<file path="src/hdl/ort_pkg.sv">
// Package for the ordered record table: sizes, record type, command and status codes.
package ort_pkg;

  localparam int unsigned Depth   = 32;
  localparam int unsigned IdxW    = $clog2(Depth);
  localparam int unsigned CntW    = $clog2(Depth + 1);
  localparam int unsigned RecW    = 32 + 64 + 8;

  typedef enum logic [2:0] {
    CMD_INSERT    = 3'd0,
    CMD_LIST_FWD  = 3'd1,
    CMD_LIST_REV  = 3'd2,
    CMD_SORT_NAME = 3'd3,
    CMD_SORT_ID   = 3'd4,
    CMD_DELETE    = 3'd5
  } cmd_e;

  typedef enum logic [1:0] {
    ST_DONE      = 2'd0,
    ST_DUP       = 2'd1,
    ST_FULL      = 2'd2,
    ST_NOT_FOUND = 2'd3
  } status_e;

  typedef struct packed {
    logic signed [31:0] id;
    logic [63:0]        head;
    logic [7:0]         tail;
  } rec_t;

  // Read port request and write port request of the record memory.
  typedef struct packed {
    logic            re;
    logic [IdxW-1:0] raddr;
    logic            we;
    logic [IdxW-1:0] waddr;
    rec_t            wdata;
  } mem_req_t;

endpackage

</file>
<file path="src/hdl/ort_mem.sv">
// Record memory: one write port, one registered read port.
module ort_mem (
  input  logic              clk_i,
  input  ort_pkg::mem_req_t req_i,
  output ort_pkg::rec_t     rdata_o
);
  import ort_pkg::*;

  rec_t mem_q [Depth];

  // Write, and read into a registered output
  always_ff @(posedge clk_i) begin
    if (req_i.we) begin
      mem_q[req_i.waddr] <= req_i.wdata;
    end
    if (req_i.re) begin
      rdata_o <= mem_q[req_i.raddr];
    end
  end

endmodule

</file>
<file path="src/hdl/ordered_record_table.sv">
// Top level of the ordered record table: command sequencer around the record memory.
// The block holds up to 32 records in one single-port-write, registered-read memory and
// works on one command at a time. Each memory read is issued in one state and its data
// is taken in a separate wait state. An insert or delete scans all n entries and then
// moves the m entries above the target. Listing reads one record at a time and waits
// while the output register is still full, and a sort is a bubble sort of n(n-1)/2
// compare steps, with an extra write step when the pair is swapped. Insert, delete and sort
// answer with one beat; listing answers with one beat per record, tlast on the final one.
// A new command is taken only after the previous one has delivered its final beat.
module ordered_record_table (
  input  logic         clk_i,
  input  logic         rst_ni,
  input  logic         s_axis_tvalid,
  output logic         s_axis_tready,
  // tdata: cmd[2:0], key_id[34:3], name_head[98:35], name_tail[106:99], zero pad to 112
  input  logic [111:0] s_axis_tdata,
  output logic         m_axis_tvalid,
  input  logic         m_axis_tready,
  // tdata: rec_valid[0], rec_id[32:1], rec_name_head[96:33], rec_name_tail[104:97],
  //        status[106:105], zero pad to 112
  output logic [111:0] m_axis_tdata,
  output logic         m_axis_tlast
);
  import ort_pkg::*;

  typedef enum logic [11:0] {
    S_IDLE   = 12'b000000000001,
    S_FIND   = 12'b000000000010, // issue read of scan entry
    S_FINDW  = 12'b000000000100, // check scan entry
    S_SHR    = 12'b000000001000, // read entry to move up
    S_SHRW   = 12'b000000010000, // write it one place higher
    S_DELR   = 12'b000000100000, // read entry to move down
    S_DELW   = 12'b000001000000,
    S_LISTR  = 12'b000010000000,
    S_LISTW  = 12'b000100000000,
    S_SORTA  = 12'b001000000000, // read j, or write j+1 of a pending swap
    S_SORTB  = 12'b010000000000, // read j+1, capture j
    S_SORTC  = 12'b100000000000  // compare, first swap write
  } state_e;

  state_e          state_q, state_d;
  logic [CntW-1:0] cnt_q, cnt_d;
  logic [CntW-1:0] i_q, i_d;
  logic [CntW-1:0] pos_q, pos_d;
  logic [CntW-1:0] pass_q, pass_d;
  logic            swp_q, swp_d; // second swap write pending
  cmd_e            cmd_q, cmd_d;
  rec_t            key_q, key_d;
  rec_t            a_q, a_d;
  logic            out_v_q, out_v_d;
  logic [111:0]    out_data_q, out_data_d;
  logic            out_last_q, out_last_d;
  logic            found_q, found_d;

  mem_req_t req;
  rec_t     rdata;

  ort_mem u_mem (.clk_i(clk_i), .req_i(req), .rdata_o(rdata));

  assign s_axis_tready = (state_q == S_IDLE) && !out_v_q;
  assign m_axis_tvalid = out_v_q;
  assign m_axis_tdata  = out_data_q;
  assign m_axis_tlast  = out_last_q;

  function automatic logic [111:0] pack_out(logic v, rec_t r, status_e st);
    logic [111:0] d;
    d = '0;
    d[0]       = v;
    if (v) begin
      d[32:1]   = r.id;
      d[96:33]  = r.head;
      d[104:97] = r.tail;
    end
    d[106:105] = st;
    return d;
  endfunction

  logic gt;
  always_comb begin
    if (cmd_q == CMD_SORT_NAME) gt = {a_q.head, a_q.tail} > {rdata.head, rdata.tail};
    else                        gt = a_q.id > rdata.id;
  end

  // Sequence commands
  always_comb begin
    state_d = state_q; cnt_d = cnt_q; i_d = i_q; pos_d = pos_q; pass_d = pass_q;
    swp_d = swp_q; cmd_d = cmd_q; key_d = key_q; a_d = a_q; found_d = found_q;
    out_v_d = out_v_q; out_data_d = out_data_q; out_last_d = out_last_q;
    req = '0;
    if (out_v_q && m_axis_tready) out_v_d = 1'b0;

    unique case (state_q)
      S_IDLE: begin
        if (s_axis_tvalid && s_axis_tready) begin
          cmd_d    = cmd_e'(s_axis_tdata[2:0]);
          key_d.id   = s_axis_tdata[34:3];
          key_d.head = s_axis_tdata[98:35];
          key_d.tail = s_axis_tdata[106:99];
          i_d = '0; pos_d = cnt_q; found_d = 1'b0; pass_d = CntW'(1); swp_d = 1'b0;
          unique case (s_axis_tdata[2:0])
            CMD_INSERT, CMD_DELETE: state_d = S_FIND;
            CMD_LIST_FWD, CMD_LIST_REV: begin
              if (cnt_q == '0) begin
                out_v_d = 1'b1; out_last_d = 1'b1;
                out_data_d = pack_out(1'b0, key_d, ST_DONE);
              end else state_d = S_LISTR;
            end
            CMD_SORT_NAME, CMD_SORT_ID: begin
              if (cnt_q > CntW'(1)) state_d = S_SORTA;
              else begin
                out_v_d = 1'b1; out_last_d = 1'b1;
                out_data_d = pack_out(1'b0, key_d, ST_DONE);
              end
            end
            default: begin
              out_v_d = 1'b1; out_last_d = 1'b1;
              out_data_d = pack_out(1'b0, key_d, ST_DONE);
            end
          endcase
        end
      end
      // Scan all entries: look for the key and the first larger id
      S_FIND: begin
        if (i_q == cnt_q) begin
          out_v_d = 1'b1; out_last_d = 1'b1; state_d = S_IDLE;
          if (cmd_q == CMD_DELETE) begin
            if (found_q) begin
              i_d = pos_q; state_d = S_DELR; out_v_d = 1'b0;
            end else out_data_d = pack_out(1'b0, key_q, ST_NOT_FOUND);
          end else if (found_q) begin
            out_data_d = pack_out(1'b0, key_q, ST_DUP);
          end else if (cnt_q == CntW'(Depth)) begin
            out_data_d = pack_out(1'b0, key_q, ST_FULL);
          end else begin
            out_v_d = 1'b0; i_d = cnt_q; state_d = S_SHR;
          end
        end else begin
          req.re = 1'b1; req.raddr = i_q[IdxW-1:0]; state_d = S_FINDW;
        end
      end
      S_FINDW: begin
        if (rdata.id == key_q.id) begin
          found_d = 1'b1;
          if (cmd_q == CMD_DELETE) pos_d = i_q;
        end
        if (cmd_q == CMD_INSERT && rdata.id > key_q.id && pos_q == cnt_q) pos_d = i_q;
        i_d = i_q + 1'b1; state_d = S_FIND;
      end
      // Move entries above pos up by one, then write the new record
      S_SHR: begin
        if (i_q == pos_q) begin
          req.we = 1'b1; req.waddr = pos_q[IdxW-1:0]; req.wdata = key_q;
          cnt_d = cnt_q + 1'b1; state_d = S_IDLE;
          out_v_d = 1'b1; out_last_d = 1'b1; out_data_d = pack_out(1'b0, key_q, ST_DONE);
        end else begin
          req.re = 1'b1; req.raddr = IdxW'(i_q - 1'b1); state_d = S_SHRW;
        end
      end
      S_SHRW: begin
        req.we = 1'b1; req.waddr = i_q[IdxW-1:0]; req.wdata = rdata;
        i_d = i_q - 1'b1; state_d = S_SHR;
      end
      // Move entries above the deleted one down by one
      S_DELR: begin
        if (i_q + 1'b1 >= cnt_q) begin
          cnt_d = cnt_q - 1'b1; state_d = S_IDLE;
          out_v_d = 1'b1; out_last_d = 1'b1; out_data_d = pack_out(1'b0, key_q, ST_DONE);
        end else begin
          req.re = 1'b1; req.raddr = IdxW'(i_q + 1'b1); state_d = S_DELW;
        end
      end
      S_DELW: begin
        req.we = 1'b1; req.waddr = i_q[IdxW-1:0]; req.wdata = rdata;
        i_d = i_q + 1'b1; state_d = S_DELR;
      end
      // Emit one beat per record once the output register is free
      S_LISTR: begin
        if (!out_v_q) begin
          req.re = 1'b1;
          req.raddr = (cmd_q == CMD_LIST_FWD) ? i_q[IdxW-1:0]
                                              : IdxW'(cnt_q - 1'b1 - i_q);
          state_d = S_LISTW;
        end
      end
      S_LISTW: begin
        out_v_d = 1'b1; out_last_d = (i_q + 1'b1 == cnt_q);
        out_data_d = pack_out(1'b1, rdata, ST_DONE);
        i_d = i_q + 1'b1;
        state_d = (i_q + 1'b1 == cnt_q) ? S_IDLE : S_LISTR;
      end
      // Bubble sort: compare j and j+1, swap when out of order
      S_SORTA: begin
        if (swp_q) begin
          req.we = 1'b1; req.waddr = IdxW'(i_q + 1'b1); req.wdata = a_q;
          swp_d = 1'b0;
          i_d = i_q + 1'b1;
          if (i_q + 1'b1 + pass_q >= cnt_q) begin
            i_d = '0; pass_d = pass_q + 1'b1;
            if (pass_q + 1'b1 >= cnt_q) begin
              state_d = S_IDLE; out_v_d = 1'b1; out_last_d = 1'b1;
              out_data_d = pack_out(1'b0, key_q, ST_DONE);
            end
          end
        end else begin
          req.re = 1'b1; req.raddr = i_q[IdxW-1:0]; state_d = S_SORTB;
        end
      end
      S_SORTB: begin
        a_d = rdata;
        req.re = 1'b1; req.raddr = IdxW'(i_q + 1'b1); state_d = S_SORTC;
      end
      S_SORTC: begin
        state_d = S_SORTA;
        if (gt) begin
          req.we = 1'b1; req.waddr = i_q[IdxW-1:0]; req.wdata = rdata; swp_d = 1'b1;
        end else begin
          i_d = i_q + 1'b1;
          if (i_q + 1'b1 + pass_q >= cnt_q) begin
            i_d = '0; pass_d = pass_q + 1'b1;
            if (pass_q + 1'b1 >= cnt_q) begin
              state_d = S_IDLE; out_v_d = 1'b1; out_last_d = 1'b1;
              out_data_d = pack_out(1'b0, key_q, ST_DONE);
            end
          end
        end
      end
      default: state_d = S_IDLE;
    endcase
  end

  // Hold control state
  always_ff @(posedge clk_i or negedge rst_ni) begin
    if (!rst_ni) begin
      state_q <= S_IDLE; cnt_q <= '0; out_v_q <= 1'b0; swp_q <= 1'b0;
    end else begin
      state_q <= state_d; cnt_q <= cnt_d; out_v_q <= out_v_d; swp_q <= swp_d;
    end
  end

  // Hold working registers
  always_ff @(posedge clk_i) begin
    i_q <= i_d; pos_q <= pos_d; pass_q <= pass_d; cmd_q <= cmd_d; key_q <= key_d;
    a_q <= a_d; found_q <= found_d; out_data_q <= out_data_d; out_last_q <= out_last_d;
  end

endmodule
</file>
<file path="config.mk">
export PLATFORM = sky130hd
export DESIGN_NAME = ordered_record_table
export DESIGN_NICKNAME = d
export VERILOG_FILES = /design/src/hdl/ort_pkg.sv /design/src/hdl/ort_mem.sv /design/src/hdl/ordered_record_table.sv
export SDC_FILE = /design/constraint.sdc
export NUM_CORES = 2
export LEC_CHECK = 0
export BUFFER_PORTS_ARGS = -buffer_cell sky130_fd_sc_hd__buf_4
export CORE_MARGIN = 2
export CORE_UTILIZATION = 30
export CTS_BUF_LIST = sky130_fd_sc_hd__clkbuf_4
export DETAILED_ROUTE_END_ITERATION = 16
export PLACE_DENSITY = 0.48
export SYNTH_ARGS = -nofsm -noshare
export SYNTH_HDL_FRONTEND = slang
export SYNTH_SLANG_ARGS = --single-unit
</file>
<file path="constraint.sdc">
create_clock -name clk_i -period 30.8 [get_ports clk_i]
set_clock_uncertainty 0.2 [all_clocks]
set_input_delay 3.08 -clock clk_i [delete_from_list [all_inputs] [get_ports clk_i]]
set_output_delay 3.08 -clock clk_i [all_outputs]
set_load 0.02 [all_outputs]
</file>
After elaboration in Yosys (flattened, before gate mapping)

Memory sizes are Yosys's and may differ from the RTL's. A register that Yosys moved wholly into a read port is not among the register bits.
Cells that the tools add are included.

$add $sub $neg: 7
Multipliers: 0
Divide/modulo/power cells: 0
$lt $le $gt $ge: 7
Eq/ne operators: 50
Shift-type cells: 0
Multiplexer cells: 107
Bitwise logic cells: 0
Reduce and logical (&&, ||, !) cells: 29

Operator list:

| operator                                              | number |
|---|---|
| 2-to-1 mux 112 bit                                    | 14 |
| case mux 112 bit (7 select lines)                     | 1 |
| case mux 110 bit (4 select lines)                     | 1 |
| case mux 112 bit (3 select lines)                     | 1 |
| 2-to-1 mux 110 bit                                    | 3 |
| 2-to-1 mux 6 bit                                      | 25 |
| case mux 12 bit (12 select lines)                     | 1 |
| 2-to-1 mux 12 bit                                     | 9 |
| greater-than comparator 72 bit                        | 1 |
| case mux 6 bit (6 select lines)                       | 2 |
| greater-than comparator 32 bit                        | 2 |
| != test 3 bit (second input constant)                 | 12 |
| case mux 12 bit (3 select lines)                      | 1 |
| equality test 32 bit                                  | 1 |
| 2-to-1 mux 1 bit                                      | 31 |
| 2-to-1 mux 10 bit                                     | 3 |
| equality test 6 bit                                   | 4 |
| case mux 6 bit (2 select lines)                       | 2 |
| adder 6 x 1 -> 6 bit (second input constant)          | 3 |
| greater-or-equal comparator 6 bit                     | 3 |
| != test 2 bit (second input constant)                 | 9 |
| case mux 6 bit (3 select lines)                       | 1 |
| case mux 1 bit (7 select lines)                       | 2 |
| equality test 12 x 1 -> 1 bit (second input constant) | 1 |
| 45 further kinds                                      | 67 |

Register bits after elaboration: 363
Latch bits: 0
Bits in writable memories: 3328
ROM bits: 0
Bits of input ports: 116
Output and inout bits: 115
Word-level logic and storage cells: 218
Memories kept: 1

Memory list:

| name        | depth | width | rd ports | clocked after memory_dff | write ports | line         | source |
|---|---|---|---|---|---|---|---|
| u_mem.mem_q | 32    | 104   | 1        | 1                        | 1           | ort_mem.sv:9 | `rec_t mem_q [Depth];` |

Depth between registers and ports, before layout

Depth in word-level cells: 6
Depth in mapped cells: 21
Gate-level depth less buffers: 15

By module

Synthesis repeated with hierarchy kept, for this count alone.

Cells, all modules: 7682
Area, all modules: 148770.2 µm²

Modules (own cells, without submodules):

| module               | instances | cells each | area an instance (µm²) | sequential area each (µm²) |
|---|---|---|---|---|
| ort_mem              | 1         | 6040       | 129491.7               | 103058.8 |
| ordered_record_table | 1         | 1642       | 19278.5                | 10651.5 |

Worst setup path after synthesis

No wires, ideal clock.

Path kind: input -> register
Start: input port s_axis_tdata[1]
End: register out_data_q[0] (netlist: m_axis_tdata[0]) (enable)
Library setup time: 732 ps
Arrival: 11789 ps
Required time: 29868 ps
Setup slack: 18079 ps
Stages: 7
Path buffers: 0
Cell sequence: nand2b_1 -> o21ai_0 -> a21oi_1 -> o31a_1 -> a21oi_1 -> nand3b_1 -> a211oi_1

Cells in the longest elaborated chain, start to end: 4
Elaborated cells on any way between the ends: 13
Classes of those cells: 8 x eq/ne; 5 x reduce/logical

RTL lines:

| element                                                    | line                        | source |
|---|---|---|
| start: declaration                                         | ordered_record_table.sv:16  | `input logic [111:0] s_axis_tdata,` |
| equality test 3 x 2 -> 1 bit, or another cell as far along | ordered_record_table.sv:100 | `unique case (s_axis_tdata[2:0])` |
| OR reduction 2 bit                                         | ordered_record_table.sv:100 |  |
| != test 3 bit (no line) or != test 2 bit (tied branches)   | n/a                         |  |
| AND reduction 12 bit (no line) (*)                         | n/a                         |  |
| end signal: assignment                                     | ordered_record_table.sv:243 | `a_q <= a_d; found_q <= found_d; out_data_q <= out_data_d; out_last_q <= out_last_d;` |
| end: declaration                                           | ordered_record_table.sv:51  | `logic [111:0] out_data_q, out_data_d;` |

Every way passes the cells marked *; elsewhere a longest branch is shown, timed or not.
A chain may end at the register's enable or synchronous reset.

Final worst setup path

Start: register i_q[2]
End: register, netlist name u_mem.rdata_o[82]

Cells in the longest elaborated chain, start to end: 4
Elaborated cells on any way between the ends: 13
Classes of those cells: 3 x add/sub; 1 x order compare; 2 x eq/ne; 7 x mux

RTL lines:

| element                                                               | line                                                     | source |
|---|---|---|
| start: declaration                                                    | ordered_record_table.sv:43                               | `logic [CntW-1:0] i_q, i_d;` |
| start signal: assignment                                              | ordered_record_table.sv:242                              | `i_q <= i_d; pos_q <= pos_d; pass_q <= pass_d; cmd_q <= cmd_d; key_q <= key_d;` |
| adder 6 x 1 -> 6 bit or subtractor 5 bit (tied branches)              | ordered_record_table.sv:165, ordered_record_table.sv:181 |  |
| greater-or-equal comparator 6 bit or 2-to-1 mux 5 bit (tied branches) | ordered_record_table.sv:165, ordered_record_table.sv:180 |  |
| 2-to-1 mux 6 bit, on equally long branches                            | ordered_record_table.sv:165, ordered_record_table.sv:178 |  |
| case mux 6 bit (6 select lines) (*)                                   | ordered_record_table.sv:92                               | `unique case (state_q)` |

Marks and branches as above.

==> metrics.txt <==
H-tree levels 6; Worst R2R Path Depth 21; RSZ-0062 raised after global routing no; crit-path max FO 88; Lkg Pwr 61.8 nW; Initial Util 30.1%; Yosys cell types 94; post-CTS setup buffers 0; sequential share of the synthesized area 75.8%; Worst Hold Slack 250 ps; Routed Antenna Nets 0; Placement Rows 259; Slew Limit Fails 0; sw power 4.61 mW; ys async rst share 0.528%; Fmax 102 MHz; post-layout instance area 0.172 mm^2; Post-synth EDFFs 3770; fin nets 10.0k; hpwl dp 279 mm; post-synthesis instance total 8858; Vias 90.5k; grt ovf 0; pin count of the biggest net entering global routing 91; Pwr Total 13.7 mW; status finished, violations left; Tcrit/Tclk final 31.8%; total track usage 20.0%; # port buffers 220; Int Pwr 9.07 mW; post-synthesis cell area 0.150 mm^2; die height 711 um; Layout area overhead 14.7%; placeable core area 0.498 mm^2; clk slew on worst S/H paths 70 ps; final setup violation count 0; pwr/cell area 79.5 mW/mm^2; Worst setup SP type flop; Clock power frac 31.0%; Setup Crit Path Kind flop to flop; drt total wl 523 mm; Tmin final 9800 ps; vias in the first global route 89.8k; max-capacitance violation count 1; sw frac 33.7%; Comb power frac 24.2%; DRC Markers 0; failing checks capacitance limit; die extent in x 711 um; Setup TNS Final 0 ps; Seq pwr share 44.8%; crit end category flop; CTS tree built; Yosys warning count 0; Worst Path Arrival 11010 ps; clk sink count 3790; Hold Path Class flop to flop; # resized after CTS 0; maximum root-to-sink buffer count 4; Relative slew margins 1.09%; hold buffers post-CTS 0; Num CTS Buffers 935; Vias/cell 5.29; Root Buffer clkbuf_4; most common flop cell mapped by yosys edfxtp_1; die area 0.506 mm^2; drt first pass iters 10; Hold Crit Depth 0; worst slew pin tran 1480 ps; initial antenna violation count 38; Placement Cell Area 0.160 mm^2; critical path required time 32010 ps; share of layout cells above drive strength 1 23.1%; DR WL/cell 30.6 um; # IOs 231; maximum vdd ir drop 0.0000964 V; Avg Inst Size Synth 16.9 um^2; final hold vios 0; global-route wire length before repair 715 mm; GPL Wtd Cong 0.876; clk_lat worst skew 1780 ps; #FFs+latches synth 3790; DR iter-0 viols 12.2k
==> final timing paths <==
path	startpoint	to	slack, ps
worst max-delay path	i_q[2]	u_mem.rdata_o[82]	21000
worst min-delay path	u_mem.rdata_o[62]	a_q[62]	250
worst max register to register	i_q[2]	u_mem.rdata_o[82]	21000
worst min register to register	u_mem.rdata_o[62]	a_q[62]	250
max in group asynchronous	rst_ni	state_q[0]	29120
min in group asynchronous	rst_ni	m_axis_tvalid	1000
==> through the flow <==
stage	util, %	cells	setup WS, ps
after CTS	34.6	17100	21200
final	34.6	17100	21000
after floorplan	-	8862	18080
after global routing	34.6	17100	20660
after global placement	32.2	15500	21220
after detailed placement	32.2	15500	21230
==> per-layer routing <==
layer,part of all wire [%],track usage (%),up-vias
met4,2.6,5.65,12
met5,0.014,0,-
met3,9.5,4.58,790
met1,44,28.6,47500
met2,44,30.4,4689
li1,-,-,37500
==> state kept, by name, indices dropped and copies added (netlist names) <==
| signal | flops |
|---|---|
| u_mem.mem_q | 3328 |
| m_axis_tdata | 107 |
| a_q | 104 |
| key_q | 104 |
| u_mem.rdata_o | 104 |
| state_q | 12 |
| cnt_q | 6 |
| i_q | 6 |
| pass_q | 6 |
| pos_q | 6 |
| cmd_q | 3 |
| found_q | 1 |
| m_axis_tlast | 1 |
| m_axis_tvalid | 1 |
| swp_q | 1 |
==> critical path: stages (launching register included) <==
cell       delay, ps
edfxtp_1         780
clkinv_1         570
nor3_1           380
xnor2_1          270
inv_1             90
ha_1             300
o21ai_0           70
o21bai_1         390
a21o_1           160
o21ai_1          260
o22ai_4          320
buf_4            630
buf_12           480
buf_4            750
buf_4            690
buf_4            680
buf_4            510
mux4_2           560
nand2_1           80
o21ai_0           80
a2111oi_0        840
nor3_1           200
==> logic make-up after synthesis <==
logic type | after synthesis | share of synthesized area, %
mux | 867 | 8.49
flops | 3790 | 75.8
compound gates | 1693 | 7.34
buf+inv | 777 | 2.29
fa+ha+maj | 171 | 1.44
simple gates | 1513 | 4.38
other cells | 1 | 0.00250
xor+xnor | 46 | 0.269
==> area by class of cell <==
type,instances,area (um^2)
Antenna cell,19,47.5
Fill cell,47900,326000
Inverter,279,1060
Clock inverter,229,1450
Multi-Input combinational cell,4295,33300
Tap cell,6655,8330
Clock buffer,1384,10400
Sequential cell,3790,114000
Timing Repair Buffer,448,3740
==> power groups by stage <==
stage	registers [mW]	clock network [mW]	logic, mW
global route	6.13	4.59	3.49
global placement	6.22	0	3.29
detailed placement	6.22	0	3.30
floorplan	6.24	0	1.84
finish	6.12	4.24	3.32
CTS	6.12	4.34	3.30
==> cell usage in the layout, fill, tap and decap left out, types with 15 or more instances in the layout <==
master / instances
a2111oi_0: 107
a211o_1: 50
a211oi_1: 60
a21o_1: 33
a21oi_1: 590
a222oi_1: 105
a22oi_1: 79
a2bb2oi_1: 59
and3_1: 26
and3b_1: 18
buf_12: 30
buf_4: 418
clkbuf_4: 1384
clkinv_1: 151
clkinv_2: 26
dfrtp_1: 19
diode_2: 19
edfxtp_1: 3770
ha_1: 169
inv_1: 271
inv_6: 16
mux2_2: 94
mux2i_1: 454
mux4_2: 314
nand2_1: 922
nand3_1: 44
nand4_1: 44
nor2_1: 218
nor2_4: 27
nor2b_1: 15
nor3_1: 81
nor4_1: 16
o2111ai_1: 70
o211ai_1: 38
o21ai_0: 357
o21ai_1: 29
xnor2_1: 29
xor2_1: 17
==> cells in the mapped netlist (all sizes together) (9+ instances only) <==
| master | count | area share [%] |
|---|---|---|
| edfxtp | 3770 | 75 |
| nand2 | 926 | 2.3 |
| a21oi | 593 | 2.0 |
| mux2i | 454 | 3.0 |
| o21ai | 387 | 1.3 |
| mux4 | 314 | 4.7 |
| buf | 285 | 1.1 |
| inv | 275 | 0.69 |
| nor2 | 245 | 0.62 |
| clkbuf | 213 | 0.53 |
| ha | 169 | 1.4 |
| a2111oi | 109 | 0.65 |
| a222oi | 105 | 0.70 |
| mux2 | 99 | 0.74 |
| nor3 | 88 | 0.29 |
| a22oi | 79 | 0.40 |
| o2111ai | 70 | 0.41 |
| a211oi | 61 | 0.31 |
| a2bb2oi | 59 | 0.34 |
| a211o | 50 | 0.29 |
| nand3 | 45 | 0.15 |
| nand4 | 45 | 0.19 |
| o211ai | 38 | 0.19 |
| a21o | 33 | 0.17 |
| xnor2 | 29 | 0.17 |
| and3 | 28 | 0.12 |
| nor4 | 24 | 0.14 |
| dfrtp | 19 | 0.32 |
| and3b | 18 | 0.11 |
| nor2b | 18 | 0.075 |
| xor2 | 17 | 0.099 |
| nand2b | 14 | 0.058 |
| o2bb2ai | 14 | 0.082 |
| or3 | 14 | 0.058 |
| a31oi | 12 | 0.050 |
| o22ai | 9 | 0.042 |
(Power assumes the default switching activity.)
